[config.mk]
export PLATFORM = sky130hd
export DESIGN_NAME = nearest_frame_rate_converter
export DESIGN_NICKNAME = d
export VERILOG_FILES = /design/src/nfrc_pkg.sv /design/src/nfrc_front.sv /design/src/nfrc_back.sv /design/src/nfrc_outq.sv /design/src/nearest_frame_rate_converter.sv
export SDC_FILE = /design/constraint.sdc
export NUM_CORES = 2
export LEC_CHECK = 0
export ABC_AREA = 1
export BUFFER_PORTS_ARGS = -buffer_cell sky130_fd_sc_hd__buf_4
export CORE_MARGIN = 2
export CORE_UTILIZATION = 30
export DETAILED_ROUTE_END_ITERATION = 16
export HOLD_SLACK_MARGIN = 0.05
export PLACE_DENSITY = 0.54
export RECOVER_POWER = 25
export SETUP_SLACK_MARGIN = 0.15
export SYNTH_ARGS = -nofsm -noshare
export SYNTH_HDL_FRONTEND = slang
export SYNTH_SLANG_ARGS = --single-unit
[constraint.sdc]
create_clock -name clk -period 19.8 [get_ports clk]
set_input_delay 4.95 -clock clk [delete_from_list [all_inputs] [get_ports clk]]
set_output_delay 4.95 -clock clk [all_outputs]
set_load 0.02 [all_outputs]
[src/nfrc_pkg.sv]
// ----------------------------------------------------------------------------
// nfrc_pkg
// Widths, limits and shared types of the nearest frame rate converter.
// ----------------------------------------------------------------------------
`default_nettype none

package nfrc_pkg;

	localparam int unsigned FRAME_W          = 32;
	localparam int unsigned RATE_W           = 19;
	localparam int unsigned LEN_W            = 13;
	localparam int unsigned CNT_W            = 13;
	localparam int unsigned ERR_W            = 22;
	localparam int unsigned PROD_W           = CNT_W + RATE_W;

	localparam int unsigned MAX_BLOCK_FRAMES = 4096;
	localparam int unsigned MAX_REPEATS      = 64;
	localparam int unsigned REP_W            = $clog2(MAX_REPEATS + 1);

	// Queue depths must be powers of two (pointers wrap freely).
	localparam int unsigned CMDQ_DEPTH       = 2;
	localparam int unsigned CMDQ_PTR_W       = $clog2(CMDQ_DEPTH);
	localparam int unsigned RESQ_DEPTH       = 4;
	localparam int unsigned RESQ_PTR_W       = $clog2(RESQ_DEPTH);

	localparam logic [LEN_W-1:0] LEN_CAP      = LEN_W'(MAX_BLOCK_FRAMES);
	localparam logic [CNT_W-1:0] IN_COUNT_MAX = '1;

	// Configuration register indexes.
	typedef enum logic [1:0] {
		REG_IN_RATE      = 2'd0,
		REG_OUT_RATE     = 2'd1,
		REG_BLOCK_FRAMES = 2'd2
	} cfg_reg_t;

	typedef logic [RATE_W-1:0] rate_t;

	typedef struct packed {
		rate_t             in_rate;
		rate_t             out_rate;
		logic [LEN_W-1:0]  block_frames;
	} cfg_t;

	// One accepted input, classified by the front end.
	typedef struct packed {
		logic [FRAME_W-1:0] frame;
		logic               block_start;
		logic               down;     // out_rate < in_rate
		logic               no_out;   // out_rate == 0
	} cmd_t;

	typedef struct packed {
		logic [FRAME_W-1:0] frame;
		logic               run_last;
		logic               block_done;
		logic [CNT_W-1:0]   consumed;
	} result_t;

endpackage

`default_nettype wire

[src/nfrc_front.sv]
// ----------------------------------------------------------------------------
// nfrc_front
// Input side: takes frames, tags them with the conversion direction and
// holds them in a short command queue for the back end.
// ----------------------------------------------------------------------------
`default_nettype none

module nfrc_front import nfrc_pkg::*; (
	input  wire logic               clk,
	input  wire logic               arst_n,
	input  wire logic               push,
	output logic                    full,
	input  wire logic [FRAME_W-1:0] frame,
	input  wire logic               block_start,
	input  wire cfg_t               cfg,
	output logic                    cmd_valid,
	output cmd_t                    cmd,
	input  wire logic               cmd_pop
);

	cmd_t                  mem_q [CMDQ_DEPTH];
	logic [CMDQ_PTR_W-1:0] wr_ptr_q;
	logic [CMDQ_PTR_W-1:0] rd_ptr_q;
	logic [CMDQ_PTR_W:0]   count_q;
	cmd_t                  new_cmd;
	logic                  do_push;
	logic                  do_pop;

	assign full      = (count_q == (CMDQ_PTR_W + 1)'(CMDQ_DEPTH));
	assign cmd_valid = (count_q != '0);
	assign do_push   = push && !full;
	assign do_pop    = cmd_pop && cmd_valid;
	assign cmd       = mem_q[rd_ptr_q];

	always_comb begin
		new_cmd.frame       = frame;
		new_cmd.block_start = block_start;
		new_cmd.down        = (cfg.out_rate < cfg.in_rate);
		new_cmd.no_out      = (cfg.out_rate == '0);
	end

	always_ff @(posedge clk) begin
		if (do_push) begin
			mem_q[wr_ptr_q] <= new_cmd;
		end
	end

	always_ff @(posedge clk or negedge arst_n) begin
		if (!arst_n) begin
			wr_ptr_q <= '0;
			rd_ptr_q <= '0;
			count_q  <= '0;
		end else begin
			if (do_push) begin
				wr_ptr_q <= wr_ptr_q + 1'b1;
			end
			if (do_pop) begin
				rd_ptr_q <= rd_ptr_q + 1'b1;
			end
			unique case ({do_push, do_pop})
				2'b10:   count_q <= count_q + 1'b1;
				2'b01:   count_q <= count_q - 1'b1;
				default: count_q <= count_q;
			endcase
		end
	end

endmodule

`default_nettype wire

[src/nfrc_back.sv]
// ----------------------------------------------------------------------------
// nfrc_back
// Execution side: keeps the block state (error term, counters, finished)
// and turns each command into zero or more output frames.
// ----------------------------------------------------------------------------
`default_nettype none

module nfrc_back import nfrc_pkg::*; (
	input  wire logic clk,
	input  wire logic arst_n,
	input  wire cfg_t cfg,
	input  wire logic cmd_valid,
	input  wire cmd_t cmd,
	output logic      cmd_pop,
	input  wire logic res_full,
	output logic      res_push,
	output result_t   res
);

	typedef enum logic [1:0] {ST_IDLE, ST_RUN, ST_CHECK} state_t;

	state_t                    state_q;
	logic signed [ERR_W-1:0]   err_q;
	logic [CNT_W-1:0]          oc_q;
	logic [CNT_W-1:0]          ic_q;
	logic                      fin_q;
	logic [REP_W-1:0]          reps_q;
	logic [FRAME_W-1:0]        frame_q;
	logic [PROD_W-1:0]         pa_q;
	logic [PROD_W-1:0]         pb_q;

	logic [LEN_W-1:0]          len;
	logic                      eff_fin;
	logic [CNT_W-1:0]          eff_oc;
	logic [CNT_W-1:0]          eff_ic;
	logic signed [RATE_W+1:0]  start_diff;
	logic signed [ERR_W-1:0]   start_err;
	logic                      skip;

	logic                      adv;
	logic signed [ERR_W:0]     two_in;
	logic signed [ERR_W:0]     two_out;
	logic signed [ERR_W:0]     step_v;
	logic signed [ERR_W:0]     sum_v;
	logic signed [ERR_W-1:0]   err_next;
	logic [CNT_W-1:0]          oc_next;
	logic [REP_W-1:0]          reps_next;
	logic                      run_end;
	logic [CNT_W-1:0]          ic_next;
	logic                      run_done;
	logic                      run_last;

	logic                      match;
	logic                      chk_done;

	function automatic logic [CNT_W-1:0] inc_sat(input logic [CNT_W-1:0] v);
		return (v == IN_COUNT_MAX) ? v : v + 1'b1;
	endfunction

	// Block start takes effect before the frame is used.
	always_comb begin
		len        = (cfg.block_frames > LEN_CAP) ? LEN_CAP : cfg.block_frames;
		eff_fin    = cmd.block_start ? 1'b0 : fin_q;
		eff_oc     = cmd.block_start ? '0 : oc_q;
		eff_ic     = cmd.block_start ? '0 : ic_q;
		start_diff = $signed({1'b0, cfg.in_rate, 1'b0}) - $signed({2'b00, cfg.out_rate});
		start_err  = {{(ERR_W - RATE_W - 2){start_diff[RATE_W+1]}}, start_diff};
		skip       = eff_fin || (len == '0) || ({{(CNT_W - LEN_W){1'b0}}, len} <= eff_oc);
	end

	// One output per cycle while repeating and the result queue is not full: error term update with clamp.
	always_comb begin
		adv       = !err_q[ERR_W-1];
		two_in    = {{(ERR_W - RATE_W){1'b0}}, cfg.in_rate, 1'b0};
		two_out   = {{(ERR_W - RATE_W){1'b0}}, cfg.out_rate, 1'b0};
		step_v    = adv ? (two_in - two_out) : two_in;
		sum_v     = {err_q[ERR_W-1], err_q} + step_v;
		err_next  = (sum_v[ERR_W] == sum_v[ERR_W-1]) ? sum_v[ERR_W-1:0]
			: {sum_v[ERR_W], {(ERR_W - 1){~sum_v[ERR_W]}}};
		oc_next   = oc_q + 1'b1;
		reps_next = reps_q + 1'b1;
		run_end   = adv || (reps_next >= REP_W'(MAX_REPEATS));
		ic_next   = run_end ? inc_sat(ic_q) : ic_q;
		run_done  = ({{(CNT_W - LEN_W){1'b0}}, len} <= oc_next);
		run_last  = run_end || run_done;
	end

	// Downsampling: in_count is the target iff
	// in_count*out_rate <= out_count*in_rate < (in_count+1)*out_rate.
	always_comb begin
		match    = (pb_q <= pa_q) && ((pa_q - pb_q) < PROD_W'(cfg.out_rate));
		chk_done = ({{(CNT_W - LEN_W){1'b0}}, len} <= oc_next);
	end

	assign cmd_pop = (state_q == ST_IDLE) && cmd_valid;

	always_comb begin
		res_push = 1'b0;
		res      = '0;
		res.frame = frame_q;
		unique case (state_q)
			ST_RUN: begin
				res_push       = !res_full;
				res.run_last   = run_last;
				res.block_done = run_done;
				res.consumed   = run_done ? ic_next : '0;
			end
			ST_CHECK: begin
				res_push       = match && !res_full;
				res.run_last   = 1'b1;
				res.block_done = chk_done;
				res.consumed   = chk_done ? ic_q : '0;
			end
			default: begin
				res_push = 1'b0;
			end
		endcase
	end

	always_ff @(posedge clk) begin
		if (cmd_pop) begin
			frame_q <= cmd.frame;
			pa_q    <= PROD_W'(eff_oc) * PROD_W'(cfg.in_rate);
			pb_q    <= PROD_W'(eff_ic) * PROD_W'(cfg.out_rate);
		end
	end

	always_ff @(posedge clk or negedge arst_n) begin
		if (!arst_n) begin
			state_q <= ST_IDLE;
			err_q   <= '0;
			oc_q    <= '0;
			ic_q    <= '0;
			fin_q   <= 1'b0;
			reps_q  <= '0;
		end else begin
			unique case (state_q)
				ST_IDLE: begin
					if (cmd_valid) begin
						if (cmd.block_start) begin
							err_q <= start_err;
						end
						oc_q   <= eff_oc;
						ic_q   <= eff_ic;
						fin_q  <= eff_fin;
						reps_q <= '0;
						if (!skip) begin
							if (!cmd.down) begin
								state_q <= ST_RUN;
							end else if (cmd.no_out) begin
								// no output, input still counted
								ic_q <= inc_sat(eff_ic);
							end else begin
								state_q <= ST_CHECK;
							end
						end
					end
				end
				ST_RUN: begin
					if (!res_full) begin
						err_q  <= err_next;
						oc_q   <= oc_next;
						ic_q   <= ic_next;
						reps_q <= reps_next;
						if (run_last) begin
							fin_q   <= run_done;
							state_q <= ST_IDLE;
						end
					end
				end
				ST_CHECK: begin
					if (!match || !res_full) begin
						ic_q    <= inc_sat(ic_q);
						state_q <= ST_IDLE;
						if (match) begin
							oc_q  <= oc_next;
							fin_q <= chk_done;
						end
					end
				end
				default: begin
					state_q <= ST_IDLE;
				end
			endcase
		end
	end

endmodule

`default_nettype wire

[src/nfrc_outq.sv]
// ----------------------------------------------------------------------------
// nfrc_outq
// Result queue: holds finished output frames until the consumer pops them.
// ----------------------------------------------------------------------------
`default_nettype none

module nfrc_outq import nfrc_pkg::*; (
	input  wire logic    clk,
	input  wire logic    arst_n,
	input  wire logic    res_push,
	input  wire result_t res,
	output logic         res_full,
	input  wire logic    pop,
	output logic         empty,
	output result_t      head
);

	result_t               mem_q [RESQ_DEPTH];
	logic [RESQ_PTR_W-1:0] wr_ptr_q;
	logic [RESQ_PTR_W-1:0] rd_ptr_q;
	logic [RESQ_PTR_W:0]   count_q;
	logic                  do_push;
	logic                  do_pop;

	assign res_full = (count_q == (RESQ_PTR_W + 1)'(RESQ_DEPTH));
	assign empty    = (count_q == '0);
	assign do_push  = res_push && !res_full;
	assign do_pop   = pop && !empty;
	assign head     = mem_q[rd_ptr_q];

	always_ff @(posedge clk) begin
		if (do_push) begin
			mem_q[wr_ptr_q] <= res;
		end
	end

	always_ff @(posedge clk or negedge arst_n) begin
		if (!arst_n) begin
			wr_ptr_q <= '0;
			rd_ptr_q <= '0;
			count_q  <= '0;
		end else begin
			if (do_push) begin
				wr_ptr_q <= wr_ptr_q + 1'b1;
			end
			if (do_pop) begin
				rd_ptr_q <= rd_ptr_q + 1'b1;
			end
			unique case ({do_push, do_pop})
				2'b10:   count_q <= count_q + 1'b1;
				2'b01:   count_q <= count_q - 1'b1;
				default: count_q <= count_q;
			endcase
		end
	end

endmodule

`default_nettype wire

[src/nearest_frame_rate_converter.sv]
// ----------------------------------------------------------------------------
// nearest_frame_rate_converter
// Frame rate converter by repeating or dropping whole stereo frames.
// ----------------------------------------------------------------------------
// Frames enter through a two-entry command queue (push/full) and results
// leave through a four-entry result queue (empty/pop), so either side may
// stall without stopping the other. The back end works on one frame at a
// time. When out_rate >= in_rate a frame leaves the idle state and yields
// one to MAX_REPEATS output frames in the run state, where the single
// error-term adder runs once per output. When out_rate < in_rate the idle
// state registers the two 13x19 products of the output and input indices
// with the rates and the check state compares them. Frames that yield
// nothing (block finished, zero length, zero out_rate with nonzero in_rate)
// stay in the idle state. Configuration writes take effect at the next
// frame and belong in idle periods, with both queues drained.
// ----------------------------------------------------------------------------
`default_nettype none

module nearest_frame_rate_converter import nfrc_pkg::*; (
	input  wire logic               clk,
	input  wire logic               arst_n,
	// input frames
	input  wire logic               push,
	output logic                    full,
	input  wire logic [FRAME_W-1:0] frame,
	input  wire logic               block_start,
	// output frames
	output logic                    empty,
	input  wire logic               pop,
	output logic [FRAME_W-1:0]      out_frame,
	output logic                    run_last,
	output logic                    block_done,
	output logic [CNT_W-1:0]        consumed,
	// configuration
	input  wire logic               cfg_we,
	input  wire logic [1:0]         cfg_index,
	input  wire logic [RATE_W-1:0]  cfg_wdata
);

	cfg_t    cfg_q;
	logic    cmd_valid;
	cmd_t    cmd;
	logic    cmd_pop;
	logic    res_full;
	logic    res_push;
	result_t res;
	result_t head;

	always_ff @(posedge clk or negedge arst_n) begin
		if (!arst_n) begin
			cfg_q.in_rate      <= RATE_W'(33600);
			cfg_q.out_rate     <= RATE_W'(44100);
			cfg_q.block_frames <= LEN_W'(1024);
		end else if (cfg_we) begin
			unique case (cfg_index)
				REG_IN_RATE:      cfg_q.in_rate      <= cfg_wdata;
				REG_OUT_RATE:     cfg_q.out_rate     <= cfg_wdata;
				REG_BLOCK_FRAMES: cfg_q.block_frames <= cfg_wdata[LEN_W-1:0];
				default:          cfg_q              <= cfg_q;
			endcase
		end
	end

	nfrc_front u_front (
		.clk         (clk),
		.arst_n      (arst_n),
		.push        (push),
		.full        (full),
		.frame       (frame),
		.block_start (block_start),
		.cfg         (cfg_q),
		.cmd_valid   (cmd_valid),
		.cmd         (cmd),
		.cmd_pop     (cmd_pop)
	);

	nfrc_back u_back (
		.clk       (clk),
		.arst_n    (arst_n),
		.cfg       (cfg_q),
		.cmd_valid (cmd_valid),
		.cmd       (cmd),
		.cmd_pop   (cmd_pop),
		.res_full  (res_full),
		.res_push  (res_push),
		.res       (res)
	);

	nfrc_outq u_outq (
		.clk      (clk),
		.arst_n   (arst_n),
		.res_push (res_push),
		.res      (res),
		.res_full (res_full),
		.pop      (pop),
		.empty    (empty),
		.head     (head)
	);

	assign out_frame  = head.frame;
	assign run_last   = head.run_last;
	assign block_done = head.block_done;
	assign consumed   = head.consumed;

endmodule

`default_nettype wire

==> flow_metrics.tcl <==
set metrics [dict create \
    outcome "finished with violations" \
    violations "max-capacitance violations, max-slew violations" \
    gp_congestion 0.952 \
    sw_frac_of_total 0.496 \
    min_from "u_back.oc_q[4]" \
    cp.required_ns 20.19 \
    async_flop_share 0.252 \
    arrival_ns 8.62 \
    final_net_count 5737 \
    yosys_warnings 0 \
    avgSynthCellArea_um2 8.46 \
    wl_mm 133 \
    stdcell_area_um2 46300 \
    netSwitchingPower_mw 3.18 \
    seqPwrFrac 0.258 \
    syn_inst 4928 \
    fin_skew_ns 0.0595 \
    viasPerCell 4.92 \
    first_global_vias 33100 \
    std_cell_rows 136 \
    setup_viol 0 \
    route.detailed.drc 0 \
    synth_seq_cells 473 \
    yosysTopAreaCell "edfxtp_1" \
    synth_top_area_share 0.255 \
    port_buffers 107 \
    globalRouteOverflowTotal 0 \
    hold_viol 0 \
    synth_common_cells "nand2_1, inv_1, nor2_1" \
    drt_iter0_markers 2754 \
    postRouteAntennaNets 0 \
    numCtsBuffers 54 \
    ir_drop_v 0.000101 \
    cp-end-kind "register" \
    synth.most_common_cell "nand2_1" \
    start_kind "register" \
    hpwl_mm 101 \
    hold_path_class "reg2reg" \
    htree_num_levels 2 \
    ys.flop_type "edfxtp_1" \
    synthTopCellsByArea "edfxtp_1, fa_1, nand2_1" \
    track_usage 0.188 \
    postCtsSetupBuffers 0 \
    p_leak_nw 21.1 \
    grt_pass1_wl_mm 204 \
    antenna_cells 0 \
    period_minus_slack_ns 8.23 \
    io_pins 108 \
    rsz0062_at_grt "no" \
    clockBufferDepth 3 \
    start_util 0.303 \
    ys_seq_area_frac 0.327 \
    fill_cells 14300 \
    cp_slowest_cell "nor2_1" \
    insertion_delay_ns 0.70 \
    drive_above_1_share 0.0629 \
    core_area_um2 138000 \
    post_drt_wl_per_cell_um 19.5 \
    postCtsHoldBufs 0 \
    dr.pass1.iters 5 \
    drv_slew 102 \
    worst_pin_slew_ns 4.10 \
    die_w_um 377 \
    synth_edf_count 354 \
    fin_crit_sh 0.415 \
    powerDensity_nw_per_um2 138 \
    r2r_start "u_front.rd_ptr_q" \
    fmax_ghz 0.122 \
    p_int_mw 3.23 \
    whs_endpoint "u_back.oc_q[4]" \
    die-area_um2 142000 \
    synth.distinct_cells 54 \
    reg2reg_to "u_back.pb_q[25]" \
    syn_area_um2 41700 \
    cp_slowest_stage_delay_ns 1.32 \
    reg2reg_depth 28 \
    cts_tree "yes" \
    tns_ns 0 \
    cts_sinks 473 \
    relSlewSlack -1.73 \
    crit_type "reg2reg" \
    drv_cap 2 \
    syn_to_final_growth_pct 11.1 \
    rrSetupSlack_ns 11.57 \
    dpl_cell_area_um2 44500 \
    syn_nets 5686 \
    path_max_fanout 35 \
    grt_max_degree 97 \
    path_clk_slew_ns 0.06 \
    num_vias 33500 \
    holdPathStages 2 \
    path_common_cell "nand2_1" \
    antenna_found_initial 1 \
    cts_resized 0 \
    clockRootBuffer "clkbuf_16" \
    clock_power_share 0.161 \
    combPwrFrac 0.581 \
    fp.dieH_um 377 \
]
==> routing by layer <==
metal,track usage,wire length [µm],vias to the layer above
li1,-,-,15800
met1,0.254,57900,16500
met2,0.311,62500,1030
met3,0.0257,8190,187
met4,0.0580,4170,0
met5,0,0,-
==> cell type report <==
cell class	instances	area [µm²]	share of cell area
Clock buffer	80	1540	0.0332
Clock inverter	21	282	0.00608
Inverter	801	3010	0.0649
Multi-Input combinational cell	3489	24400	0.527
Sequential cell	473	13600	0.294
Tap cell	1794	2240	0.0485
Timing Repair Buffer	160	1190	0.0256
==> stage by stage <==
stage	total power, mW	instances	hold WS (ns)	worst slack, ns	util
3_3_place_gp	5.34	6717	0.460	12.62	0.323
3_5_place_dp	5.36	6717	0.468	12.62	0.323
4_1_cts	6.44	6818	0.483	11.89	0.337
6_report	6.41	6818	0.487	11.57	0.336
2_1_floorplan	4.17	4928	0.442	12.74	-
5_1_grt	6.97	6818	0.503	10.70	0.336
==> worst max-delay path, delay by kind of cell, from the launching register on <==
family / cells / cell delay, ns
AO/OA/AOI/OAI: 3 / 0.49
buffers and inverters: 3 / 0.98
XOR/XNOR: 1 / 0.17
flip-flops: 1 / 0.34
AND/OR/NAND/NOR: 15 / 3.27
adder cells (fa/ha/maj): 6 / 2.70
==> worst max path at each step <==
stage | start | end | slack [ns] | depth (start not counted)
detailed placement | u_front.rd_ptr_q | u_back.pa_q[24] | 12.62 | 27
finish | u_front.rd_ptr_q | u_back.pb_q[25] | 11.57 | 28
CTS | u_outq.rd_ptr_q[0] | consumed[2] | 11.89 | 5
global route | u_front.rd_ptr_q | u_back.pa_q[24] | 10.70 | 27
floorplan | push | u_front.mem_q[0][0] | 12.74 | 2
global placement | u_front.rd_ptr_q | u_back.pb_q[25] | 12.62 | 29
==> layout by cell type (no fill, tap or decap), drive strengths merged, types with 2 or more instances in the layout <==
master / synthesis / final
o22ai: 52 / 52
a31oi: 22 / 22
nor3: 33 / 33
nor2: 524 / 524
fa: 379 / 379
clkinv: 11 / 25
bufinv: 0 / 4
buf: 29 / 155
nand4: 45 / 45
o21ai: 301 / 301
xnor2: 33 / 33
inv: 790 / 792
nand2: 1232 / 1232
a21o: 7 / 7
o2111ai: 2 / 2
a21oi: 219 / 219
o221ai: 3 / 3
dfstp: 11 / 11
nand3b: 3 / 3
ha: 320 / 320
clkbuf: 136 / 85
nor4: 14 / 14
xor2: 99 / 99
or2: 9 / 9
dfrtp: 108 / 108
a21boi: 4 / 4
nand3: 133 / 133
o31ai: 4 / 4
edfxtp: 354 / 354
a221oi: 3 / 3
o21bai: 10 / 10
a211oi: 6 / 6
o21a: 7 / 7
o211ai: 15 / 15
and2: 5 / 5
==> power groups by stage <==
stage,sequential (mW),clock (mW),combinational (mW)
4_1_cts,1.63,1.06,3.74
3_5_place_dp,1.65,0,3.71
5_1_grt,1.67,1.10,4.20
6_report,1.65,1.03,3.72
2_1_floorplan,1.55,0,2.62
3_3_place_gp,1.65,0,3.70
==> kinds of logic (layout without fill, tap and decap cells) <==
group / after synthesis / count (layout) / synth area share
adder cells (fa/ha/maj): 699 / 699 / 0.278
buffers and inverters: 966 / 1062 / 0.0881
flip-flops: 473 / 473 / 0.327
AO/OA/AOI/OAI: 659 / 659 / 0.0861
XOR/XNOR: 132 / 132 / 0.0277
AND/OR/NAND/NOR: 1999 / 1999 / 0.193
==> state kept, by name (all words and copies together), names as in the netlist, 2 cells and up <==
| name | flops |
|---|---|
| u_back.frame_q | 32 |
| u_front.mem_q | 70 |
| u_back.state_q | 2 |
| u_back.ic_q | 13 |
| u_back.pa_q | 32 |
| u_outq.rd_ptr_q | 2 |
| u_back.oc_q | 13 |
| u_back.err_q | 21 |
| u_outq.count_q | 3 |
| cfg_q | 51 |
| u_back.pb_q | 32 |
| u_outq.wr_ptr_q | 2 |
| u_back.reps_q | 7 |
| u_front.count_q | 2 |
| u_outq.mem_q | 188 |
(Power assumes the default switching activity.)
